File: config.mk
export PLATFORM = sky130hd
export DESIGN_NAME = dark_channel_defog_pixel
export DESIGN_NICKNAME = d
export VERILOG_FILES = /design/src/rtl/dcd_pkg.sv /design/src/rtl/dark_channel_defog_pixel.sv /design/src/rtl/dcd_front.sv /design/src/rtl/dcd_fifo.sv /design/src/rtl/dcd_back.sv
export SDC_FILE = /design/constraint.sdc
export NUM_CORES = 2
export LEC_CHECK = 0
export BUFFER_PORTS_ARGS = -buffer_cell sky130_fd_sc_hd__buf_4
export CAP_MARGIN = 20
export CORE_ASPECT_RATIO = 0.7
export CORE_UTILIZATION = 35
export DETAILED_ROUTE_END_ITERATION = 10
export MAX_ROUTING_LAYER = met4
export SETUP_SLACK_MARGIN = 0.15
export SLEW_MARGIN = 20
export SYNTH_ARGS = -nofsm -noshare
export SYNTH_HDL_FRONTEND = slang
export SYNTH_SLANG_ARGS = --single-unit
File: constraint.sdc
create_clock -name clk -period 8.85 [get_ports clk]
set_clock_uncertainty 0.1 [all_clocks]
set_input_delay 0 -clock clk [delete_from_list [all_inputs] [get_ports clk]]
set_output_delay 0 -clock clk [all_outputs]
set_load 0.05 [all_outputs]
File: src/rtl/dcd_pkg.sv
package dcd_pkg;

    localparam int unsigned OmegaMax   = 99;
    localparam int unsigned Scale      = 25500;
    localparam int unsigned OmegaReset = 95;
    localparam int unsigned AirReset   = 240;
    localparam int unsigned QuotBits   = 9;

    // register indexes
    localparam logic CFG_OMEGA   = 1'b0;
    localparam logic CFG_AIRLIMIT = 1'b1;

    // pass codes
    localparam logic KIND_ANALYZE = 1'b0;
    localparam logic KIND_RECOVER = 1'b1;

    // one queued recover word
    typedef struct packed {
        logic [7:0] blue;
        logic [7:0] green;
        logic [7:0] red;
        logic [7:0] dark;
        logic [7:0] air;
        logic [6:0] omega;
    } dcd_job_t;

    typedef enum logic [2:0] {
        ST_IDLE,
        ST_DEN,
        ST_NUM,
        ST_DIV,
        ST_DONE
    } dcd_state_t;

endpackage

File: src/rtl/dark_channel_defog_pixel.sv
// channel | signals                                   | direction
// cfg     | cfg_we, cfg_index, cfg_data               | in
// input   | in_valid/in_stall, kind, first_of_frame,  | in
//         | blue_in, green_in, red_in                 |
// output  | out_valid/out_stall, blue_out, green_out, | out
//         | red_out, dark_out                         |
// analyze words update the frame maximum and produce nothing
// a recover word passes through these back-end steps: denominator, numerator,
// 9 restoring divide steps (one quotient bit each) and result load
// a two-word queue lets the front keep accepting while the back divides
// in_stall is high only while the queue is full; reset clears the queue, sequencer, frame maximum and out_valid
module dark_channel_defog_pixel (
    input  logic       clk,
    input  logic       rst_n,
    input  logic       cfg_we,
    input  logic       cfg_index,
    input  logic [7:0] cfg_data,
    input  logic       in_valid,
    output logic       in_stall,
    input  logic       kind,
    input  logic       first_of_frame,
    input  logic [7:0] blue_in,
    input  logic [7:0] green_in,
    input  logic [7:0] red_in,
    output logic       out_valid,
    input  logic       out_stall,
    output logic [7:0] blue_out,
    output logic [7:0] green_out,
    output logic [7:0] red_out,
    output logic [7:0] dark_out
);
    import dcd_pkg::*;

    logic     push;
    logic     pop;
    logic     full;
    logic     not_empty;
    dcd_job_t push_job;
    dcd_job_t pop_job;

    assign in_stall = full;

    // front end
    dcd_front u_front (
        .clk            (clk),
        .rst_n          (rst_n),
        .cfg_we         (cfg_we),
        .cfg_index      (cfg_index),
        .cfg_data       (cfg_data),
        .in_valid       (in_valid),
        .in_ready       (!full),
        .kind           (kind),
        .first_of_frame (first_of_frame),
        .blue_in        (blue_in),
        .green_in       (green_in),
        .red_in         (red_in),
        .push           (push),
        .job            (push_job)
    );

    // job queue
    dcd_fifo u_fifo (
        .clk       (clk),
        .rst_n     (rst_n),
        .push      (push),
        .push_job  (push_job),
        .pop       (pop),
        .full      (full),
        .not_empty (not_empty),
        .pop_job   (pop_job)
    );

    // back end
    dcd_back u_back (
        .clk       (clk),
        .rst_n     (rst_n),
        .job_valid (not_empty),
        .job       (pop_job),
        .pop       (pop),
        .out_valid (out_valid),
        .out_stall (out_stall),
        .blue_out  (blue_out),
        .green_out (green_out),
        .red_out   (red_out),
        .dark_out  (dark_out)
    );

endmodule

File: src/rtl/dcd_front.sv
module dcd_front (
    input  logic              clk,
    input  logic              rst_n,
    input  logic              cfg_we,
    input  logic              cfg_index,
    input  logic [7:0]        cfg_data,
    input  logic              in_valid,
    input  logic              in_ready,
    input  logic              kind,
    input  logic              first_of_frame,
    input  logic [7:0]        blue_in,
    input  logic [7:0]        green_in,
    input  logic [7:0]        red_in,
    output logic              push,
    output dcd_pkg::dcd_job_t job
);
    import dcd_pkg::*;

    logic [6:0] omega_reg;
    logic [7:0] airlimit_reg;
    logic [7:0] max_reg;
    logic [7:0] max_next;
    logic [7:0] dark;
    logic [7:0] min_bg;
    logic [7:0] base;
    logic       accept;

    assign accept = in_valid && in_ready;

    // dark value of the pixel
    assign min_bg = (blue_in < green_in) ? blue_in : green_in;
    assign dark   = (min_bg < red_in) ? min_bg : red_in;

    // running frame maximum
    always_comb
    begin
        base     = first_of_frame ? 8'd0 : max_reg;
        max_next = (dark > base) ? dark : base;
    end

    // configuration registers
    always_ff @(posedge clk or negedge rst_n)
    begin
        if (!rst_n)
        begin
            omega_reg    <= 7'(OmegaReset);
            airlimit_reg <= 8'(AirReset);
        end
        else if (cfg_we)
        begin
            unique case (cfg_index)
                CFG_OMEGA:    omega_reg    <= cfg_data[6:0];
                CFG_AIRLIMIT: airlimit_reg <= cfg_data;
                default:      ;
            endcase
        end
    end

    always_ff @(posedge clk or negedge rst_n)
    begin
        if (!rst_n)
            max_reg <= 8'd0;
        else if (accept && kind == KIND_ANALYZE)
            max_reg <= max_next;
    end

    // recover words go to the queue
    assign push       = accept && kind == KIND_RECOVER;
    assign job.blue   = blue_in;
    assign job.green  = green_in;
    assign job.red    = red_in;
    assign job.dark   = dark;
    assign job.air    = (max_reg < airlimit_reg) ? max_reg : airlimit_reg;
    assign job.omega  = (omega_reg > 7'(OmegaMax)) ? 7'(OmegaMax) : omega_reg;

endmodule

File: src/rtl/dcd_fifo.sv
module dcd_fifo (
    input  logic              clk,
    input  logic              rst_n,
    input  logic              push,
    input  dcd_pkg::dcd_job_t push_job,
    input  logic              pop,
    output logic              full,
    output logic              not_empty,
    output dcd_pkg::dcd_job_t pop_job
);
    import dcd_pkg::*;

    dcd_job_t   mem_reg [2];
    logic       wr_ptr_reg;
    logic       rd_ptr_reg;
    logic [1:0] count_reg;

    assign full      = count_reg == 2'd2;
    assign not_empty = count_reg != 2'd0;
    assign pop_job   = mem_reg[rd_ptr_reg];

    // storage
    always_ff @(posedge clk)
    begin
        if (push)
            mem_reg[wr_ptr_reg] <= push_job;
    end

    // pointers and fill count
    always_ff @(posedge clk or negedge rst_n)
    begin
        if (!rst_n)
        begin
            wr_ptr_reg <= 1'b0;
            rd_ptr_reg <= 1'b0;
            count_reg  <= 2'd0;
        end
        else
        begin
            if (push)
                wr_ptr_reg <= ~wr_ptr_reg;
            if (pop)
                rd_ptr_reg <= ~rd_ptr_reg;
            if (push && !pop)
                count_reg <= count_reg + 2'd1;
            else if (pop && !push)
                count_reg <= count_reg - 2'd1;
        end
    end

    a_no_overflow: assert property (@(posedge clk) disable iff (!rst_n)
        !(full && push))
        else $error("queue written while full");
    a_no_underflow: assert property (@(posedge clk) disable iff (!rst_n)
        !(pop && count_reg == 2'd0))
        else $error("queue read while empty");
    a_count_range: assert property (@(posedge clk) disable iff (!rst_n)
        count_reg != 2'd3)
        else $error("queue count out of range");

endmodule

File: src/rtl/dcd_back.sv
module dcd_back (
    input  logic              clk,
    input  logic              rst_n,
    input  logic              job_valid,
    input  dcd_pkg::dcd_job_t job,
    output logic              pop,
    output logic              out_valid,
    input  logic              out_stall,
    output logic [7:0]        blue_out,
    output logic [7:0]        green_out,
    output logic [7:0]        red_out,
    output logic [7:0]        dark_out
);
    import dcd_pkg::*;

    dcd_state_t  state_reg;
    dcd_state_t  state_next;
    dcd_job_t    job_reg;
    logic [14:0] den_reg;
    logic [3:0]  step_reg;
    logic [24:0] rem_reg [3];
    logic [24:0] rem_next [3];
    logic [8:0]  quot_reg [3];
    logic        neg_reg [3];
    logic        sat_reg [3];
    logic [7:0]  chan [3];
    logic [7:0]  res [3];
    logic [15:0] den2;
    logic [24:0] dshift;
    logic        out_valid_reg;
    logic        load_out;

    assign chan[0] = job_reg.blue;
    assign chan[1] = job_reg.green;
    assign chan[2] = job_reg.red;
    assign den2    = {den_reg, 1'b0};
    assign dshift  = 25'(den2) << step_reg;

    // sequencer
    always_ff @(posedge clk or negedge rst_n)
    begin
        if (!rst_n)
            state_reg <= ST_IDLE;
        else
            state_reg <= state_next;
    end

    always_comb
    begin
        state_next = state_reg;
        pop        = 1'b0;
        load_out   = 1'b0;
        unique case (state_reg)
            ST_IDLE:
            begin
                if (job_valid)
                begin
                    pop        = 1'b1;
                    state_next = ST_DEN;
                end
            end
            ST_DEN: state_next = ST_NUM;
            ST_NUM: state_next = ST_DIV;
            ST_DIV:
            begin
                if (step_reg == 4'd0)
                    state_next = ST_DONE;
            end
            ST_DONE:
            begin
                if (!out_valid_reg || !out_stall)
                begin
                    load_out   = 1'b1;
                    state_next = ST_IDLE;
                end
            end
            default: state_next = ST_IDLE;
        endcase
    end

    // one restoring step for each channel
    always_comb
    begin
        for (int c = 0; c < 3; c++)
            rem_next[c] = (rem_reg[c] >= dshift) ? rem_reg[c] - dshift : rem_reg[c];
    end

    // datapath
    always_ff @(posedge clk)
    begin
        logic signed [26:0] diff;
        logic signed [26:0] num;
        logic        [27:0] twice;
        unique case (state_reg)
            ST_IDLE:
            begin
                if (job_valid)
                    job_reg <= job;
            end
            ST_DEN:
            begin
                den_reg <= 15'(Scale) - 15'(job_reg.omega * job_reg.dark);
            end
            ST_NUM:
            begin
                step_reg <= 4'(QuotBits - 1);
                for (int c = 0; c < 3; c++)
                begin
                    diff  = 27'(signed'({1'b0, chan[c]}) - signed'({1'b0, job_reg.air}));
                    num   = diff * 27'sd25500 + signed'(27'(job_reg.air * den_reg));
                    twice = 28'({num, 1'b0}) + 28'(den_reg);
                    neg_reg[c]  <= num[26];
                    rem_reg[c]  <= twice[24:0];
                    sat_reg[c]  <= twice[24:0] >= (25'(den2) << QuotBits);
                    quot_reg[c] <= 9'd0;
                end
            end
            ST_DIV:
            begin
                step_reg <= step_reg - 4'd1;
                for (int c = 0; c < 3; c++)
                begin
                    rem_reg[c]                <= rem_next[c];
                    quot_reg[c][step_reg[3:0]] <= rem_reg[c] >= dshift;
                end
            end
            default: ;
        endcase
    end

    // rounding already folded in; clamp here
    always_comb
    begin
        for (int c = 0; c < 3; c++)
        begin
            if (neg_reg[c])
                res[c] = 8'd0;
            else if (sat_reg[c] || quot_reg[c][8])
                res[c] = 8'd255;
            else
                res[c] = quot_reg[c][7:0];
        end
    end

    // result register
    always_ff @(posedge clk or negedge rst_n)
    begin
        if (!rst_n)
            out_valid_reg <= 1'b0;
        else if (load_out)
            out_valid_reg <= 1'b1;
        else if (!out_stall)
            out_valid_reg <= 1'b0;
    end

    always_ff @(posedge clk)
    begin
        if (load_out)
        begin
            blue_out  <= res[0];
            green_out <= res[1];
            red_out   <= res[2];
            dark_out  <= job_reg.dark;
        end
    end

    assign out_valid = out_valid_reg;

    a_pop_idle: assert property (@(posedge clk) disable iff (!rst_n)
        pop |-> state_reg == ST_IDLE)
        else $error("job taken while busy");
    a_pop_den: assert property (@(posedge clk) disable iff (!rst_n)
        pop |=> state_reg == ST_DEN)
        else $error("job taken without starting");
    a_load_done: assert property (@(posedge clk) disable iff (!rst_n)
        load_out |=> out_valid_reg)
        else $error("result lost on load");

endmodule
Word-level counts from Yosys, hierarchy flattened
Memory sizes are Yosys's and may differ from the RTL's. A register that Yosys moved wholly into a read port is not among the register bits.
Index checks and enable logic that the tools add are counted.

storage, ports and cells
  register bits = 82
  bits in writable memories = 202
  input bits = 40
  output and inout port bits = 34
  logic and storage cells = 185
  memories kept = 5

operators by class
  add/subtract/negate cells = 16
  $mul = 5
  order comparisons = 13
  equality and inequality tests = 9
  shift-type cells = 1
  multiplexer cells = 64
  bitwise operators = 34
  reduce and logical (&&, ||, !) cells = 24

memories
  name             depth  width  rd ports  clocked after memory_dff  write ports  RTL line        RTL
  u_fifo.mem_reg   2      47     1         1                         1            dcd_fifo.sv:13  dcd_job_t mem_reg [2];
  u_back.rem_reg   3      25     3         0                         3            dcd_back.sv:21  logic [24:0] rem_reg [3];
  u_back.quot_reg  3      9      3         0                         3            dcd_back.sv:23  logic [8:0] quot_reg [3];
  u_back.neg_reg   3      1      3         0                         3            dcd_back.sv:24  logic neg_reg [3];
  u_back.sat_reg   3      1      3         0                         3            dcd_back.sv:25  logic sat_reg [3];

operators with widths
  cell                                                 count
  >= comparator 25 bit                                 6
  two-way mux 25 bit                                   6
  adder 27 x 24 -> 27 bit                              3
  multiplier 27 x 14 -> 25 bit, second input constant  3
  adder 25 x 15 -> 25 bit                              3
  subtractor 25 bit                                    3
  two-way mux 8 bit                                    8
  two-way mux 1 bit                                    40
  OR 1 bit                                             30
  subtractor 8 x 8 -> 9 bit                            3
  left shift 16 x 4 -> 25 bit                          1
  < comparator 8 bit                                   3
  multiplier 8 x 15 -> 23 bit                          1
  multiplier 7 x 8 -> 15 bit                           1
  case mux 3 bit (5 select lines)                      1
  subtractor 15 bit, first input constant              1
  two-way mux 3 bit                                    3
  two-way mux 9 bit                                    1
  > comparator 8 bit                                   1
  case mux 4 bit (2 select lines)                      1
  > comparator 7 bit, second input constant            1
  two-way mux 7 bit                                    1
  equality test 3 x 2 -> 1 bit, second input constant  2
  logical AND 1 bit                                    6
  20 further kinds                                     37

Logic depth before layout (Yosys ltp)
  depth in word-level cells = 8
  gate-level depth with buffers = 47

Hierarchy
Synthesis repeated with hierarchy kept, for this count alone.

second synthesis, totals
  cell total of the unflattened synthesis = 3766
  area, all modules = 36767.8 um2

modules (own cells, without submodules)
  module                    times used  cells each  area an instance (um2)  sequential area each (um2)
  dcd_back                  1           3378        30830.8                 6286.0
  dcd_fifo                  1           162         3659.8                  2922.8
  dcd_front                 1           225         2273.4                  588.1
  dark_channel_defog_pixel  1           1           3.8                     0.0

Worst setup path after synthesis
Ideal clock, no wire load.

  kind = register to register
  start point = register u_back.job_reg[9] (netlist bit)
  end point = memory u_back.sat_reg[0][0] (data pin)
  setup time = 0.152 ns
  arrival time = 9.432 ns
  setup slack = -0.835 ns
  cell stages (with the launch flop) = 43
  clock period less this slack = 9.685 ns
  cells stage by stage = edfxtp_1 -> inv_1 -> clkbuf_1 -> ha_1 -> a21o_1 -> a21o_1 -> a21o_1 -> a21o_1 -> a21o_1 -> xor2_1 -> inv_1 -> fa_1 -> inv_1 -> fa_1 -> fa_1 -> inv_1 -> fa_1 -> ha_1 -> [... 7 more ...] -> clkbuf_1 -> a21o_1 -> a21oi_1 -> nand2_1 -> a21oi_1 -> a31oi_1 -> xnor2_1 -> nand4bb_2 -> nor4b_2 -> xnor2_1 -> ha_1 -> nand4_1 -> or4_1 -> nor4_1 -> nand2_1 -> nor4_1 -> a211oi_1 -> o21ai_0

RTL lines
  item                    RTL line        RTL
  start, declared         dcd_back.sv:18  dcd_job_t job_reg;
  start signal, assigned  dcd_back.sv:98  job_reg <= job;
  end, declared           dcd_back.sv:25

==> results.toml <==
[outcome]
run_status = "finished, violations left"
violations = "negative setup slack"

[worst_setup_path]
reg2reg_from = "u_back.job_reg[8]$_DFFE_PP_"
critPathKind = "reg -> reg"
worstPathArrival_ns = 9.61
startpoint_type = "flip-flop"
end_kind = "flip-flop"
required_ns = 9.07
worst_path_largest_cell_delay_ns = 0.62
crit_fanout = 5
crit_path_frequent_cell = "buf_4"
startpoint = "u_back.job_reg[8]$_DFFE_PP_"
crit_buf_inv = 30
path_delay_family = "buffers and inverters"
slowest_stage = "fa_2"

[logic_synthesis]
synth_cells = 3779
synthArstFlopShare_pct = 9.37
synthFlopType = "edfxtp_1"
yosys_warnings = 0
synth_area_leaders = "edfxtp_1 (25%), ha_1 (20%), fa_1 (11%), inv_1 (4.3%), xnor2_1 (3.8%)"
synth_edf_count = 300
postSynthAreaPerCell_um2 = 9.69
synth_area_leader_cell = "edfxtp_1"
synth_seq_cells = 331
netlist_area_um2 = 36600
yosysSeqAreaShare_pct = 26.7
yosys.area.top_type_share_pct = 24.6
synth_fp_nets = 4614
synth.distinct_cells = 81

[finish]
syn2layout_area_growth_pct = 25.5
largest_register_ffs = 94
final_common_cell = "buf_4"
final_nets = 5269
final_cell_mix = "buf_4 (635), ha_1 (557), inv_1 (397)"
drive_above_1_share_pct = 23.7
fin_cells = 5809

[clock_tree]
cts-root-buf = "clkbuf_16"
clk_pin_slew_ns = 0.07
clock_sinks = 331
cts_max_level = 2
clk_path_buf_depth = 3
clk_latency_ns = 0.58
numCtsBuffers = 36
cts_tree = "built"

[drt]
drt_wl_total_um = 110000
drt-initial-drc-count = 2344
num_vias = 30200
drtPass1Iterations = 6
vias_per_cell = 5.20
drc_errors = 0
wire_per_inst_um = 19.0
ant_nets = 0

[timing]
hold_viol_final = 0
slew_headroom_pct = 8.23
fmax_ghz = 0.106
worstMarginPinSlew_ns = 1.36
setup_ws_ns = -0.548
rsz0062_at_grt = "yes"
setup_viol = 4
drv_slew = 0
fin_crit_sh_pct = 106
period_minus_slack_ns = 9.40

[hold_path]
worstHoldStart = "red_in[7]"
hp-class = "in -> reg"

[grt]
grt_pass1_wl_um = 168000
grt_max_degree = 85
antenna_found_initial = 6
grt_pass1_vias = 29000
grt_overflow_total = 0
grt_use_total_pct = 21.1

[flow_run]
cap_violations = 0

[placed_design]
portBuffers = 73
dp_hpwl_um = 90000
gp_congestion = 0.985
placed_cells = 5637

[floorplan]
initial_core_util_pct = 35.6
ios = 74
core_um2 = 103000
die_h_um = 273
fp.dieW_um = 389
std_cell_rows = 98
die_area_um2 = 106000
==> cell type report <==
type | count | area (µm²)
diodes | 2 | 5.00
clock buffers | 47 | 1030
clock inverters | 14 | 116
fillers | 9763 | 56900
inverters | 422 | 1590
multi-input cells | 2946 | 26300
flip-flops and latches | 331 | 9800
well taps | 1350 | 1690
repair buffers | 697 | 5490
==> worst register-to-register path: cells and delay by family (launching register included) <==
family	cells	cell delay (ns)
xor+xnor	1	0.20
flops	1	0.43
fa+ha+maj	7	2.83
compound gates	9	1.63
buf+inv	30	3.53
simple gates	4	0.44
==> through the flow <==
stage                     area (µm²)  setup TNS [ns]  util, %  hold WS (ns)  worst slack [ns]
after detailed placement       42900           -1.45     41.7        -0.113            -0.642
after global placement         42900           -1.05     41.7        -0.119            -0.588
final                          46000           -1.55     44.7        0.0595            -0.548
after CTS                      45300           -1.29     44.0        0.0291            -0.378
after floorplan                37000               0        -        -0.396             0.131
after global routing           46000           -3.30     44.7        0.0552            -0.821
==> repair_timing <==
item	in CTS	in global routing
setup endpoints to repair	4	18
buffers inserted	42	19
pin swaps	82	104
gates resized for setup	74	120
hold buffers	47	0
endpoints found under the hold margin	153	0
==> path summary, 6_finish.rpt <==
| check | end | slack, ns | cells past startpoint |
|---|---|---|---|
| setup reg to reg | u_back.neg_reg[0][2]$_DFFE_PP_ | -0.55 | 51 |
| min in group asynchronous | u_front.omega_reg[4]$_DFFE_PN1P_ | 0.48 | 3 |
| hold reg to reg | u_front.airlimit_reg[3]$_DFFE_PN0P_ | 0.43 | 1 |
| max in group asynchronous | u_fifo.rd_ptr_reg$_DFFE_PN0P_ | 8.01 | 4 |
| hold / removal | u_fifo.mem_reg[1][30]$_DFFE_PP_ | 0.06 | 2 |
| setup / recovery | u_back.neg_reg[0][2]$_DFFE_PP_ | -0.55 | 51 |
==> layer usage <==
metal / vias to the layer above / GRT usage [%] / wire [µm]
met5: - / - / 0
met3: 84 / 5.39 / 10500
met4: 0 / 2.85 / 1310
met1: 14600 / 31.6 / 55000
met2: 933 / 28.8 / 43400
li1: 14600 / - / -
==> cells in the mapped netlist (6+ instances only) <==
master / n
a21boi_0: 17
nor4_1: 10
nand2_1: 251
dfrtp_1: 21
or3_1: 22
dfstp_2: 10
nor3b_1: 7
and4_1: 7
o211ai_1: 19
a2111oi_0: 7
o41ai_1: 6
nand2b_1: 57
mux4_2: 7
a21o_1: 129
a211o_1: 7
edfxtp_1: 300
nand4_1: 32
a31o_2: 6
a31oi_1: 29
and3_1: 22
o2111ai_1: 6
a221oi_1: 10
mux2_2: 91
xnor2_1: 160
mux2i_1: 19
xor2_1: 97
nor3_1: 56
o21a_1: 45
a211oi_1: 24
ha_1: 594
clkbuf_1: 72
or2_2: 19
buf_1: 6
fa_1: 201
and2_1: 84
inv_1: 420
o21ai_0: 182
a22o_1: 8
o31ai_1: 7
a21oi_1: 232
o21bai_1: 28
nor2_1: 286
nor2b_1: 37
nand3_1: 52
==> cells by family after synthesis <==
| family | after synthesis | synth area share [%] |
|---|---|---|
| AOI/OAI and AO/OA | 813 | 14.2 |
| xor gates and xnor gates | 260 | 6.31 |
| adders and majority gates | 795 | 31.3 |
| buffers and inverters | 502 | 5.15 |
| DFF | 331 | 26.7 |
| muxes | 117 | 3.75 |
| and+or+nand+nor | 961 | 12.6 |
Power is not shown: default switching activity piles up to over one toggle a cycle in this logic, so the estimate is an artifact.
